<file path="config.mk">
export PLATFORM = sky130hd
export DESIGN_NAME = relay_mode_runtime_tracker_top
export DESIGN_NICKNAME = d
export VERILOG_FILES = /design/src/rtl/rmrt_pkg.sv /design/src/rtl/rmrt_ctrl.sv /design/src/rtl/relay_mode_runtime_tracker_top.sv
export SDC_FILE = /design/constraint.sdc
export NUM_CORES = 2
export LEC_CHECK = 0
export ABC_AREA = 1
export BUFFER_PORTS_ARGS = -buffer_cell sky130_fd_sc_hd__buf_2
export CELL_PAD_IN_SITES_DETAIL_PLACEMENT = 1
export CELL_PAD_IN_SITES_GLOBAL_PLACEMENT = 1
export CORE_UTILIZATION = 41
export CTS_CLUSTER_SIZE = 20
export DETAILED_ROUTE_END_ITERATION = 6
export GPL_TIMING_DRIVEN = 0
export PLACE_DENSITY = 0.65
export SETUP_SLACK_MARGIN = 0.05
export SYNTH_ARGS = -nofsm -noshare
export SYNTH_HDL_FRONTEND = slang
export SYNTH_SLANG_ARGS = --single-unit
export TNS_END_PERCENT = 10
</file>
<file path="constraint.sdc">
create_clock -name aclk -period 14.6 [get_ports aclk]
set_input_delay 2.19 -clock aclk [delete_from_list [all_inputs] [get_ports aclk]]
set_output_delay 2.19 -clock aclk [all_outputs]
set_load 0.02 [all_outputs]
</file>
<file path="src/rtl/rmrt_pkg.sv">
package rmrt_pkg;

    // Command codes carried in tuser
    typedef enum logic [1:0] {
        CMD_TICK  = 2'd0,
        CMD_MODE  = 2'd1,
        CMD_AUTO  = 2'd2,
        CMD_NIGHT = 2'd3
    } cmd_t;

    // Switch modes
    typedef enum logic [1:0] {
        MODE_OFF  = 2'd0,
        MODE_AUTO = 2'd1,
        MODE_TEMP = 2'd2,
        MODE_ON   = 2'd3
    } mode_t;

    // Configuration register indexes
    localparam logic CFG_TIMEOUT = 1'b0;
    localparam logic CFG_LAMP    = 1'b1;

    localparam int CFG_ADDR_W = 1;
    localparam int CFG_DATA_W = 9;
    localparam int TMO_W      = 9;
    localparam int ELAPSED_W  = 10;
    localparam int MS_W       = 32;
    localparam int S_DATA_W   = 16;
    localparam int M_DATA_W   = 168;

    localparam logic [TMO_W-1:0] TMO_RESET   = 9'd60;
    localparam logic [MS_W-1:0]  MS_PER_MIN  = 32'd60000;
    localparam logic [MS_W-1:0]  HALF_SECOND = 32'd500;

    // x / 1000 == (x * DIV_RECIP) >> DIV_SHIFT for every 32-bit x
    localparam int               RECIP_W   = 29;
    localparam int               PROD_W    = MS_W + RECIP_W;
    localparam int               DIV_SHIFT = 38;
    localparam int               QUOT_W    = PROD_W - DIV_SHIFT;
    localparam logic [RECIP_W-1:0] DIV_RECIP = 29'h10624DD3;

    // Per-item snapshot of the state right after the update
    typedef struct packed {
        logic            relay_on;
        mode_t           mode;
        logic            auto_on;
        logic [MS_W-1:0] diff_ms;
        logic [MS_W-1:0] last_run_ms;
        logic [MS_W-1:0] today_ms;
        logic            close;
        logic [MS_W-1:0] close_ms;
    } snap_t;

    // Sums ready for the divide by 1000
    typedef struct packed {
        logic            relay_on;
        mode_t           mode;
        logic            auto_on;
        logic [MS_W-1:0] running_ms;
        logic [MS_W-1:0] pausing_ms;
        logic [MS_W-1:0] last_run_ms;
        logic [MS_W-1:0] today_sum;
        logic            close;
        logic [MS_W-1:0] close_sum;
    } sum_t;

    // Reciprocal products
    typedef struct packed {
        logic              relay_on;
        mode_t             mode;
        logic              auto_on;
        logic [MS_W-1:0]   running_ms;
        logic [MS_W-1:0]   pausing_ms;
        logic [MS_W-1:0]   last_run_ms;
        logic [PROD_W-1:0] today_prod;
        logic              close;
        logic [PROD_W-1:0] close_prod;
    } prod_t;

endpackage

</file>
<file path="src/rtl/rmrt_ctrl.sv">
// Mode, relay and run-time state; updated once per accepted request
module rmrt_ctrl
    import rmrt_pkg::*;
(
    input  logic                  aclk,
    input  logic                  aresetn,
    input  logic                  cfg_we,
    input  logic [CFG_ADDR_W-1:0] cfg_addr,
    input  logic [CFG_DATA_W-1:0] cfg_wdata,
    input  logic                  in_accept,
    input  cmd_t                  in_cmd,
    input  logic [ELAPSED_W-1:0]  in_elapsed_ms,
    input  logic [1:0]            in_new_mode,
    input  logic                  in_auto_request,
    input  logic                  in_is_night,
    output snap_t                 snap
);

    logic [TMO_W-1:0] timeout_reg;
    logic             lamp_reg;

    logic [MS_W-1:0] now_reg, now_next;
    logic [MS_W-1:0] sw_reg, sw_next;
    logic [MS_W-1:0] deadline_reg, deadline_next;
    mode_t           mode_reg, mode_next;
    mode_t           ret_reg, ret_next;
    logic            auto_reg, auto_next;
    logic            relay_reg, relay_next;
    logic [MS_W-1:0] run_reg, run_next;
    logic [MS_W-1:0] today_reg, today_next;

    logic [MS_W-1:0] now_tick, dl_gap, span, today_book, tmo_ms;
    logic            req, set_req, want, close, do_sw, book, restart;
    mode_t           req_mode;

    assign tmo_ms = MS_W'(timeout_reg) * MS_PER_MIN;

    // Next-state logic for one request
    always_comb begin
        now_tick      = now_reg + MS_W'(in_elapsed_ms);
        now_next      = (in_cmd == CMD_TICK) ? now_tick : now_reg;
        dl_gap        = now_tick - deadline_reg;
        deadline_next = deadline_reg;
        mode_next     = mode_reg;
        ret_next      = ret_reg;
        auto_next     = auto_reg;
        req           = 1'b0;
        req_mode      = mode_t'(in_new_mode);
        set_req       = 1'b0;
        want          = 1'b0;
        close         = 1'b0;

        case (in_cmd)
            CMD_TICK: begin
                // temporary mode ends once the deadline is reached
                if (mode_reg == MODE_TEMP && !dl_gap[MS_W-1]) begin
                    req      = 1'b1;
                    req_mode = ret_reg;
                end
            end
            CMD_MODE: begin
                req = 1'b1;
            end
            CMD_AUTO: begin
                if (auto_reg != in_auto_request) begin
                    auto_next = in_auto_request;
                    if (mode_reg == MODE_AUTO) begin
                        set_req = 1'b1;
                        want    = in_auto_request;
                    end
                end
            end
            CMD_NIGHT: begin
                close = lamp_reg ? in_is_night : !in_is_night;
            end
            default: begin
                req = 1'b0;
            end
        endcase

        // mode request: deadline always restarts
        if (req) begin
            deadline_next = now_next + tmo_ms;
            if (mode_reg != req_mode) begin
                case (req_mode)
                    MODE_OFF:  want = 1'b0;
                    MODE_AUTO: want = auto_reg;
                    default:   want = 1'b1;
                endcase
                if (mode_reg inside {MODE_OFF, MODE_AUTO}) begin
                    ret_next = mode_reg;
                end
                mode_next = req_mode;
                set_req   = 1'b1;
            end
        end

        // relay switching and run booking
        do_sw      = set_req && (relay_reg != want);
        relay_next = do_sw ? want : relay_reg;
        span       = now_next - sw_reg;
        book       = (do_sw && !want) || (close && relay_reg);
        restart    = do_sw || (close && relay_reg);
        run_next   = book ? span : run_reg;
        today_book = book ? today_reg + span : today_reg;
        today_next = close ? '0 : today_book;
        sw_next    = restart ? now_next : sw_reg;
    end

    always_comb begin
        snap.relay_on    = relay_next;
        snap.mode        = mode_next;
        snap.auto_on     = auto_next;
        snap.diff_ms     = restart ? '0 : span;
        snap.last_run_ms = run_next;
        snap.today_ms    = today_next;
        snap.close       = close;
        snap.close_ms    = today_book;
    end

    // Configuration registers
    always_ff @(posedge aclk) begin
        if (!aresetn) begin
            timeout_reg <= TMO_RESET;
            lamp_reg    <= 1'b0;
        end else if (cfg_we) begin
            case (cfg_addr)
                CFG_TIMEOUT: timeout_reg <= cfg_wdata[TMO_W-1:0];
                CFG_LAMP:    lamp_reg    <= cfg_wdata[0];
                default:     lamp_reg    <= lamp_reg;
            endcase
        end
    end

    // State registers
    always_ff @(posedge aclk) begin
        if (!aresetn) begin
            now_reg      <= '0;
            sw_reg       <= '0;
            deadline_reg <= '0;
            mode_reg     <= MODE_AUTO;
            ret_reg      <= MODE_AUTO;
            auto_reg     <= 1'b0;
            relay_reg    <= 1'b0;
            run_reg      <= '0;
            today_reg    <= '0;
        end else if (in_accept) begin
            now_reg      <= now_next;
            sw_reg       <= sw_next;
            deadline_reg <= deadline_next;
            mode_reg     <= mode_next;
            ret_reg      <= ret_next;
            auto_reg     <= auto_next;
            relay_reg    <= relay_next;
            run_reg      <= run_next;
            today_reg    <= today_next;
        end
    end

    // Relay always matches what the mode asks for
    a_relay_matches_mode: assert property (@(posedge aclk) disable iff (!aresetn)
        relay_reg == ((mode_reg == MODE_ON) || (mode_reg == MODE_TEMP) ||
                      ((mode_reg == MODE_AUTO) && auto_reg)))
        else $error("relay state disagrees with mode");

    // Saved return mode is off or auto only
    a_return_mode: assert property (@(posedge aclk) disable iff (!aresetn)
        (ret_reg == MODE_OFF) || (ret_reg == MODE_AUTO))
        else $error("return mode is not off or auto");

endmodule

</file>
<file path="src/rtl/relay_mode_runtime_tracker_top.sv">
// An accepted request passes the s1, s2, s3 and output registers to m_tvalid.
// Throughput: one request per cycle; state updates at accept, the divide by
// 1000 is a reciprocal multiply spread over three further pipeline stages.
// Backpressure fills the pipeline bubbles first, then holds s_tready low.
// Reset (aresetn low, synchronous): mode auto, relay off, all counters zero,
// timeout 60 minutes, lamp reference 0, pipeline empty.
module relay_mode_runtime_tracker_top
    import rmrt_pkg::*;
(
    input  logic                  aclk,
    input  logic                  aresetn,
    // configuration
    input  logic                  cfg_we,
    input  logic [CFG_ADDR_W-1:0] cfg_addr,
    input  logic [CFG_DATA_W-1:0] cfg_wdata,
    // request channel
    input  logic                  s_tvalid,
    output logic                  s_tready,
    input  logic [S_DATA_W-1:0]   s_tdata,   // elapsed_ms[9:0], new_mode[11:10],
                                             // auto_request[12], is_night[13]
    input  logic [1:0]            s_tuser,   // cmd[1:0]
    // result channel
    output logic                  m_tvalid,
    input  logic                  m_tready,
    output logic [M_DATA_W-1:0]   m_tdata    // relay_on[0], mode[2:1], auto_on[3],
                                             // running_ms[35:4], pausing_ms[67:36],
                                             // last_run_ms[99:68],
                                             // today_seconds[131:100],
                                             // total_seconds[163:132]
);

    logic  s_accept;
    snap_t snap;

    logic  v1_reg, v2_reg, v3_reg, v4_reg;
    logic  en1, en2, en3, en4;
    snap_t s1_reg;
    sum_t  s2_reg, s2_next;
    prod_t s3_reg, s3_next;

    logic [MS_W-1:0]   total_reg, total_next;
    logic [QUOT_W-1:0] q_today, q_close;
    logic [MS_W-1:0]   out_today, out_total;

    logic              o_relay_reg, o_auto_reg;
    mode_t             o_mode_reg;
    logic [MS_W-1:0]   o_running_reg, o_pausing_reg, o_last_run_reg;
    logic [MS_W-1:0]   o_today_reg, o_total_reg;

    // Stage enables: a stage moves when empty or when its successor moves
    assign en4      = !v4_reg || m_tready;
    assign en3      = !v3_reg || en4;
    assign en2      = !v2_reg || en3;
    assign en1      = !v1_reg || en2;
    assign s_tready = en1;
    assign s_accept = s_tvalid && s_tready;

    rmrt_ctrl u_ctrl (
        .aclk            (aclk),
        .aresetn         (aresetn),
        .cfg_we          (cfg_we),
        .cfg_addr        (cfg_addr),
        .cfg_wdata       (cfg_wdata),
        .in_accept       (s_accept),
        .in_cmd          (cmd_t'(s_tuser)),
        .in_elapsed_ms   (s_tdata[ELAPSED_W-1:0]),
        .in_new_mode     (s_tdata[11:10]),
        .in_auto_request (s_tdata[12]),
        .in_is_night     (s_tdata[13]),
        .snap            (snap)
    );

    // Stage 2: run/pause split and rounding sums
    always_comb begin
        s2_next.relay_on    = s1_reg.relay_on;
        s2_next.mode        = s1_reg.mode;
        s2_next.auto_on     = s1_reg.auto_on;
        s2_next.running_ms  = s1_reg.relay_on ? s1_reg.diff_ms : '0;
        s2_next.pausing_ms  = s1_reg.relay_on ? '0 : s1_reg.diff_ms;
        s2_next.last_run_ms = s1_reg.last_run_ms;
        s2_next.today_sum   = s1_reg.today_ms + s2_next.running_ms + HALF_SECOND;
        s2_next.close       = s1_reg.close;
        s2_next.close_sum   = s1_reg.close_ms + HALF_SECOND;
    end

    // Stage 3: reciprocal multiplies
    always_comb begin
        s3_next.relay_on    = s2_reg.relay_on;
        s3_next.mode        = s2_reg.mode;
        s3_next.auto_on     = s2_reg.auto_on;
        s3_next.running_ms  = s2_reg.running_ms;
        s3_next.pausing_ms  = s2_reg.pausing_ms;
        s3_next.last_run_ms = s2_reg.last_run_ms;
        s3_next.today_prod  = PROD_W'(s2_reg.today_sum) * PROD_W'(DIV_RECIP);
        s3_next.close       = s2_reg.close;
        s3_next.close_prod  = PROD_W'(s2_reg.close_sum) * PROD_W'(DIV_RECIP);
    end

    // Stage 4: quotients and running total
    assign q_today    = s3_reg.today_prod[PROD_W-1:DIV_SHIFT];
    assign q_close    = s3_reg.close_prod[PROD_W-1:DIV_SHIFT];
    assign total_next = total_reg + (s3_reg.close ? MS_W'(q_close) : '0);
    assign out_today  = MS_W'(q_today);
    assign out_total  = total_next + out_today;

    // Valid bits
    always_ff @(posedge aclk) begin
        if (!aresetn) begin
            v1_reg    <= 1'b0;
            v2_reg    <= 1'b0;
            v3_reg    <= 1'b0;
            v4_reg    <= 1'b0;
            total_reg <= '0;
        end else begin
            if (en1) v1_reg <= s_tvalid;
            if (en2) v2_reg <= v1_reg;
            if (en3) v3_reg <= v2_reg;
            if (en4) v4_reg <= v3_reg;
            if (en4 && v3_reg) total_reg <= total_next;
        end
    end

    // Payload registers
    always_ff @(posedge aclk) begin
        if (s_accept) s1_reg <= snap;
        if (en2 && v1_reg) s2_reg <= s2_next;
        if (en3 && v2_reg) s3_reg <= s3_next;
        if (en4 && v3_reg) begin
            o_relay_reg    <= s3_reg.relay_on;
            o_mode_reg     <= s3_reg.mode;
            o_auto_reg     <= s3_reg.auto_on;
            o_running_reg  <= s3_reg.running_ms;
            o_pausing_reg  <= s3_reg.pausing_ms;
            o_last_run_reg <= s3_reg.last_run_ms;
            o_today_reg    <= out_today;
            o_total_reg    <= out_total;
        end
    end

    assign m_tvalid = v4_reg;
    assign m_tdata  = {4'b0, o_total_reg, o_today_reg, o_last_run_reg,
                       o_pausing_reg, o_running_reg, o_auto_reg, o_mode_reg,
                       o_relay_reg};

    // Input side only stalls when the whole pipeline is full and blocked
    a_stall_full: assert property (@(posedge aclk) disable iff (!aresetn)
        !s_tready |-> (v1_reg && v2_reg && v3_reg && v4_reg && !m_tready))
        else $error("request stalled with room in the pipeline");

    // Total only moves when a result enters the output stage
    a_total_moves: assert property (@(posedge aclk) disable iff (!aresetn)
        !(en4 && v3_reg) |=> $stable(total_reg))
        else $error("total changed without a result advancing");

    // A stalled result does not lose its total
    a_out_hold: assert property (@(posedge aclk) disable iff (!aresetn)
        (m_tvalid && !m_tready) |=> (m_tvalid && $stable(o_total_reg)))
        else $error("stalled result changed");

endmodule
</file>
* Yosys cells after proc, flatten, opt, wreduce, memory -nomap -nowiden
Cells that the tools add are included.
** Word-level totals
- Input port bits :: 33
- Bits in registers :: 888
- Output and inout bits :: 170
** Cells by class
- Eq/ne operators :: 9
- Bitwise logic cells :: 1
- Multiplexer cells :: 28
- Reductions and logical operators :: 30
- Multiply operators :: 3
- Add/subtract/negate cells :: 10
** Operators by type and width (number)
- two-way mux 32 bit :: 5
- multiplier 32 x 29 -> 61 bit (second input constant) :: 2
- adder 32 x 23 -> 32 bit :: 2
- adder 32 bit :: 2
- adder 32 x 9 -> 32 bit (second input constant) :: 2
- subtractor 32 bit :: 2
- adder 32 x 10 -> 32 bit :: 1
- adder 32 x 25 -> 32 bit :: 1
- two-way mux 23 bit :: 1
- multiplier 9 x 11 -> 20 bit (second input constant) :: 1
- two-way mux 1 bit :: 16
- logical AND 1 bit :: 8
- two-way mux 2 bit :: 4
- AND reduction 2 bit :: 4
- logical NOT 1 bit :: 7
- == test 2 x 1 -> 1 bit (second input constant) :: 3
- == test 2 bit (second input constant) :: 3
- logical NOT 2 bit :: 3
- logical OR 1 bit :: 6
- one-hot mux 1 bit (2 select lines) :: 2
- AND reduction 4 bit :: 1
- inequality test 1 bit :: 2
- inequality test 2 bit :: 1
- nonzero test 2 bit :: 1
- NOT 1 bit :: 1

* Logic depth before layout (Yosys ltp)
- Word-level depth :: 16
- Gate-level depth with buffers :: 41
- Mapped depth without buffers :: 40

* By module
Synthesis repeated with hierarchy kept, for this count alone.
** Second synthesis, totals
- Cells, all modules :: 7924
- Area total of the unflattened synthesis :: 72977.5 µm²
** Modules (own cells, without submodules)
- relay_mode_runtime_tracker_top :: instances 1, cells an instance 5509, seq. area each 18738.0 µm², area an instance 56812.0 µm²
- rmrt_ctrl :: instances 1, cells an instance 2415, seq. area each 3523.4 µm², area an instance 16165.5 µm²

* Least setup slack after synthesis
No wires, ideal clock.
- Path kind :: input -> register
- From :: input port s_tdata[0]
- To :: register s1_reg[64] in the netlist's numbering, data pin
- Path slack :: 6883 ps
- Arrival time :: 7466 ps
- Setup time :: 251 ps
- Stages :: 34
- Cells stage by stage :: ha_1 -> fa_1 -> nand3_1 -> nand2_1 -> a21boi_1 -> o21ai_0 -> a21boi_1 -> nor2_1 -> nand2_1 -> nor2_1 -> nand3_1 -> xor2_1 -> or2_2 -> o21ai_0 -> inv_1 -> ha_1 -> nand2_1 -> nor4_1 -> nand3_1 -> and3_1 -> o31ai_1 -> xor2_1 -> ha_1 -> nand2_1 -> nor4_1 -> nand3_1 -> o21ai_0 -> a21oi_1 -> nand3_1 -> nand2_1 -> nand3_1 -> nand2_1 -> nand2_1 -> inv_1
** RTL lines
- start: declaration :: RTL line relay_mode_runtime_tracker_top.sv:19 : input logic [S_DATA_W-1:0] s_tdata,
- end signal: assignment :: RTL line relay_mode_runtime_tracker_top.sv:125 : if (s_accept) s1_reg <= snap;
- end: declaration :: RTL line relay_mode_runtime_tracker_top.sv:37 : snap_t s1_reg;

==> results by stage <==
CTS:
- The sink count of the clock tree is 812.
- The number of buffers created by CTS is 96.
- Post-CTS repair changed the size of 0 cells.
- In this run the clock root is driven by a sky130_fd_sc_hd__clkbuf_16.
- Once the clock tree was built, the setup fixing pass inserted 0 buffers.
- TritonCTS built the clock tree.
- The clock latency reported for the late side of the worst-skew pair is around 0.75 ns.
- The number of buffers inserted by hold repair at cts is 0.
- The clock-pin transition on the worst setup and hold timing paths is ~0.06 ns.
- The worst-case clock buffer depth is 3.
- The H-tree was split into 3 levels.

Synth:
- Synthesis inferred 812 register bits.
- The synthesized instance count is slightly above 7000.
- In the synthesized netlist the dominant register cell turns out to be sky130_fd_sc_hd__edfxtp_1.
- The combined area of all synthesized cells is 69930 um2.
- For this run, the register share of the synthesized area comes to 0.3184.
- The post-synthesis average cell area is 9.613 um2.
- Counting flops with a built-in enable in the synthesized netlist gives 600.
- During synthesis, Yosys emitted a total of 0 warnings.
- Synthesis instantiated 56 different standard cells from the library.
- Of all flip-flops after synthesis, the portion carrying an async set or reset was 0.

Floorplan:
- The initial utilization of the core area, before any placement, comes to 0.4131.
- From left edge to right edge, the die measures 415.0 um.
- The floorplan step defined a die boundary enclosing 172200 um2.
- The floorplan core area is 169300 um2.
- Measured along the y axis, the die boundary spans just over 400 um.
- In this run the count of I/O pins placed on the die edge is 203.
- The standard-cell row count is about 150.

Drt:
- The count of nets left with antenna violations once routing finished came out at 0.
- The vias per cell is 5.066.
- In the routed design, unresolved DRC markers number 0.
- The number of iterations in the first detailed-routing pass is 5.
- The final layout contains routed wiring with a total length of 209900 um.
- In this run, the number of DRC markers left after iteration 0 of detailed routing was 2402.
- The total via count after detailed routing is between 50000 and 60000.
- The average wire length per cell after detail routing is 21.25 um.

STA:
- The actual slew at the worst max-slew pin is 1.364 ns.
- The remaining max-slew budget at the tightest pin is 0.09055.
- Clock skew on the completed layout was measured at 0.05803 ns.
- The final period demand of the worst path is around 10 ns.
- The number of failing hold endpoints at the final stage is 0.
- Summed over all failing endpoints, the final setup total negative slack is 0 ns.
- Setup repair after global routing left no endpoint under its margin.
- The fraction of the cycle the final worst path needs is 0.6809.
- Setup violations remaining at the end of the flow were counted as 0.
- For this run, the top clock speed supported by timing is approximately 100 MHz.
- The max-slew violation count is 0.

Worst setup path:
- The required time reported for the critical path endpoint is 15.27 ns.
- Counting stages on the worst path, the most repeated cell is sky130_fd_sc_hd__nand2_1.
- The slowest stage cell on the critical path is sky130_fd_sc_hd__xor2_1.
- For the worst setup path, the data arrival time is 10.61 ns.
- The kind of critical path is input port to register.
- Of all nets on the critical path, the largest fanout is 10.
- On the worst path, the slowest cell contributes a delay of 0.65 ns.
- The type of origin of the critical path is an input port.
- STA classifies the critical path endpoint as a register.

GRT:
- The number of global-route vias before repair is between 50000 and 60000.
- The pin count of the biggest net entering global routing is 114.
- The wire length of the first global-routing pass is 322300 um.
- The remaining global-route overflow is 0.
- The global routing usage summed across all routing layers is 0.2459.
- The number of antenna violations at the first check in global routing is 7.

Finish:
- The number of flip-flops in the largest register is 165.
- After the last flow step, the layout net total stands at 9305.
- The fraction of final layout cells with drive strength greater than 1 is 0.05589.
- The layout-stage area growth over the synthesis result is 10.23%.
- The number of inserted filler cells in the final layout is 19330.

Hold path:
- The worst min-delay path class is register to register.

Run:
- Max-cap violations in this run came to 0.

Status:
- The flow ran to the end, and the final reports show no timing, DRC or antenna violations.

Placement:
- The number of port buffers is 186.
- The HPWL after detailed placement is 175000 um.
- The congestion estimate from routability-driven global placement came to between 0.8 and 0.9.
-- cells in the final DEF, fill, tap and decap left out, types with 6 or more instances in the layout --
cell,Yosys,routed
sky130_fd_sc_hd__a31oi_1,39,39
sky130_fd_sc_hd__dfxtp_1,212,212
sky130_fd_sc_hd__clkinvlp_4,0,12
sky130_fd_sc_hd__clkbuf_1,78,99
sky130_fd_sc_hd__o221ai_1,7,7
sky130_fd_sc_hd__nor3_1,39,39
sky130_fd_sc_hd__o21a_1,20,20
sky130_fd_sc_hd__a21o_1,10,10
sky130_fd_sc_hd__fa_1,631,631
sky130_fd_sc_hd__clkbuf_16,0,97
sky130_fd_sc_hd__xnor2_1,89,89
sky130_fd_sc_hd__a21oi_2,10,10
sky130_fd_sc_hd__nand4_1,32,32
sky130_fd_sc_hd__o21ai_1,40,40
sky130_fd_sc_hd__clkinv_1,2,12
sky130_fd_sc_hd__conb_1,1,13
sky130_fd_sc_hd__nand3_1,202,202
sky130_fd_sc_hd__a221oi_1,10,10
sky130_fd_sc_hd__clkinv_4,0,6
sky130_fd_sc_hd__buf_1,7,7
sky130_fd_sc_hd__nor2_1,442,440
sky130_fd_sc_hd__o31ai_1,9,9
sky130_fd_sc_hd__nand2_2,9,9
sky130_fd_sc_hd__inv_2,7,7
sky130_fd_sc_hd__o21ai_0,311,311
sky130_fd_sc_hd__o211ai_1,21,21
sky130_fd_sc_hd__a21oi_1,477,477
sky130_fd_sc_hd__buf_2,18,204
sky130_fd_sc_hd__inv_1,1784,1782
sky130_fd_sc_hd__buf_4,18,18
sky130_fd_sc_hd__o21bai_1,15,15
sky130_fd_sc_hd__a21boi_0,14,14
sky130_fd_sc_hd__ha_1,1063,1063
sky130_fd_sc_hd__nand2_1,787,787
sky130_fd_sc_hd__xor2_1,193,193
sky130_fd_sc_hd__a21boi_1,10,10
sky130_fd_sc_hd__nor4_1,21,21
sky130_fd_sc_hd__clkinv_2,0,10
sky130_fd_sc_hd__edfxtp_1,600,600
sky130_fd_sc_hd__clkinv_16,0,6
-- critical path, delay by kind of cell --
kind / cells / cell delay [ns]
fa+ha+maj: 3 / 1.04
simple gates: 13 / 2.17
compound gates: 9 / 2.35
xor+xnor: 2 / 0.82
buf+inv: 5 / 2.00
-- cells in the mapped netlist (all sizes together) (3+ instances only) --
cell type	number	area (um2)
or2	6	37.54
a21oi	487	2475
dfxtp	212	4244
nor4	21	131.4
a21o	10	75.07
xor2	193	1690
nand2	799	3044
ha	1063	13300
nand3	205	1041
nand4	33	212.7
o221a	3	33.78
nand3b	3	22.52
nor2	442	1659
o221ai	7	61.31
o21a	20	150.1
a221oi	10	87.58
xnor2	89	779.5
o2111ai	3	26.28
buf	46	289.0
clkbuf	78	292.8
o31ai	9	67.56
o21ai	351	1757
a31oi	39	244.0
nor3	42	225.2
inv	1791	6723
fa	631	12630
o211ai	21	157.7
o21bai	15	112.6
a211oi	5	37.54
a21boi	24	180.2
edfxtp	600	18020
-- worst paths after layout --
| kind | start | to | slack [ns] | cells after the start |
|---|---|---|---|---|
| setup / recovery | s_tuser[1] | u_ctrl.today_reg[30] | 4.66 | 32 |
| hold / removal | s1_reg[95] | s2_reg[95] | 0.40 | 0 |
| setup reg to reg | u_ctrl.now_reg[0] | s1_reg[64] | 6.06 | 34 |
| hold reg to reg | s1_reg[95] | s2_reg[95] | 0.40 | 0 |
-- per-layer routing --
metal / up-vias / global-route usage / share of wire
li1: 23960 / - / -
met1: 25070 / 0.3150 / 0.44
met2: 736 / 0.4276 / 0.49
met3: 285 / 0.02430 / 0.031
met4: 0 / 0.09316 / 0.040
met5: - / 0 / 0
-- cell type report --
cell class | count | area [um2] | area share
Antenna cell | 4 | 10.01 | 0.0001299
Buffer | 124 | 589.3 | 0.007645
Clock buffer | 125 | 2582 | 0.03350
Clock inverter | 53 | 598.1 | 0.007759
Inverter | 1793 | 6745 | 0.08751
Multi-Input combinational cell | 4557 | 40400 | 0.5241
Sequential cell | 812 | 22260 | 0.2888
Tap cell | 2218 | 2775 | 0.03600
Timing Repair Buffer | 194 | 1119 | 0.01451
-- cells by family (layout without fill, tap and decap cells) --
group,after synthesis,count (layout),share of synthesized area
XOR/XNOR,282,282,0.03532
buffers and inverters,1917,2289,0.1046
AND/OR/NAND/NOR,1555,1555,0.09154
adder cells (fa/ha/maj),1694,1694,0.3709
other,1,17,0.00005363
flip-flops,812,812,0.3184
AO/OA/AOI/OAI,1013,1013,0.07930
-- per-stage QoR --
stage,utilization,cells,cell area [um2],hold slack (ns),setup slack (ns)
2_1_floorplan,-,7286,69970,0.4003,6.883
3_3_place_gp,0.4352,9690,73680,0.4009,3.005
3_5_place_dp,0.4365,9698,73890,0.4056,3.976
4_1_cts,0.4553,9876,77070,0.3946,4.738
5_1_grt,0.4553,9876,77070,0.4133,4.106
6_report,0.4554,9880,77080,0.3991,4.658
Power is left out: the tool's default activity adds up to more than one toggle a clock period on the data nets, which glitch-free logic cannot reach.
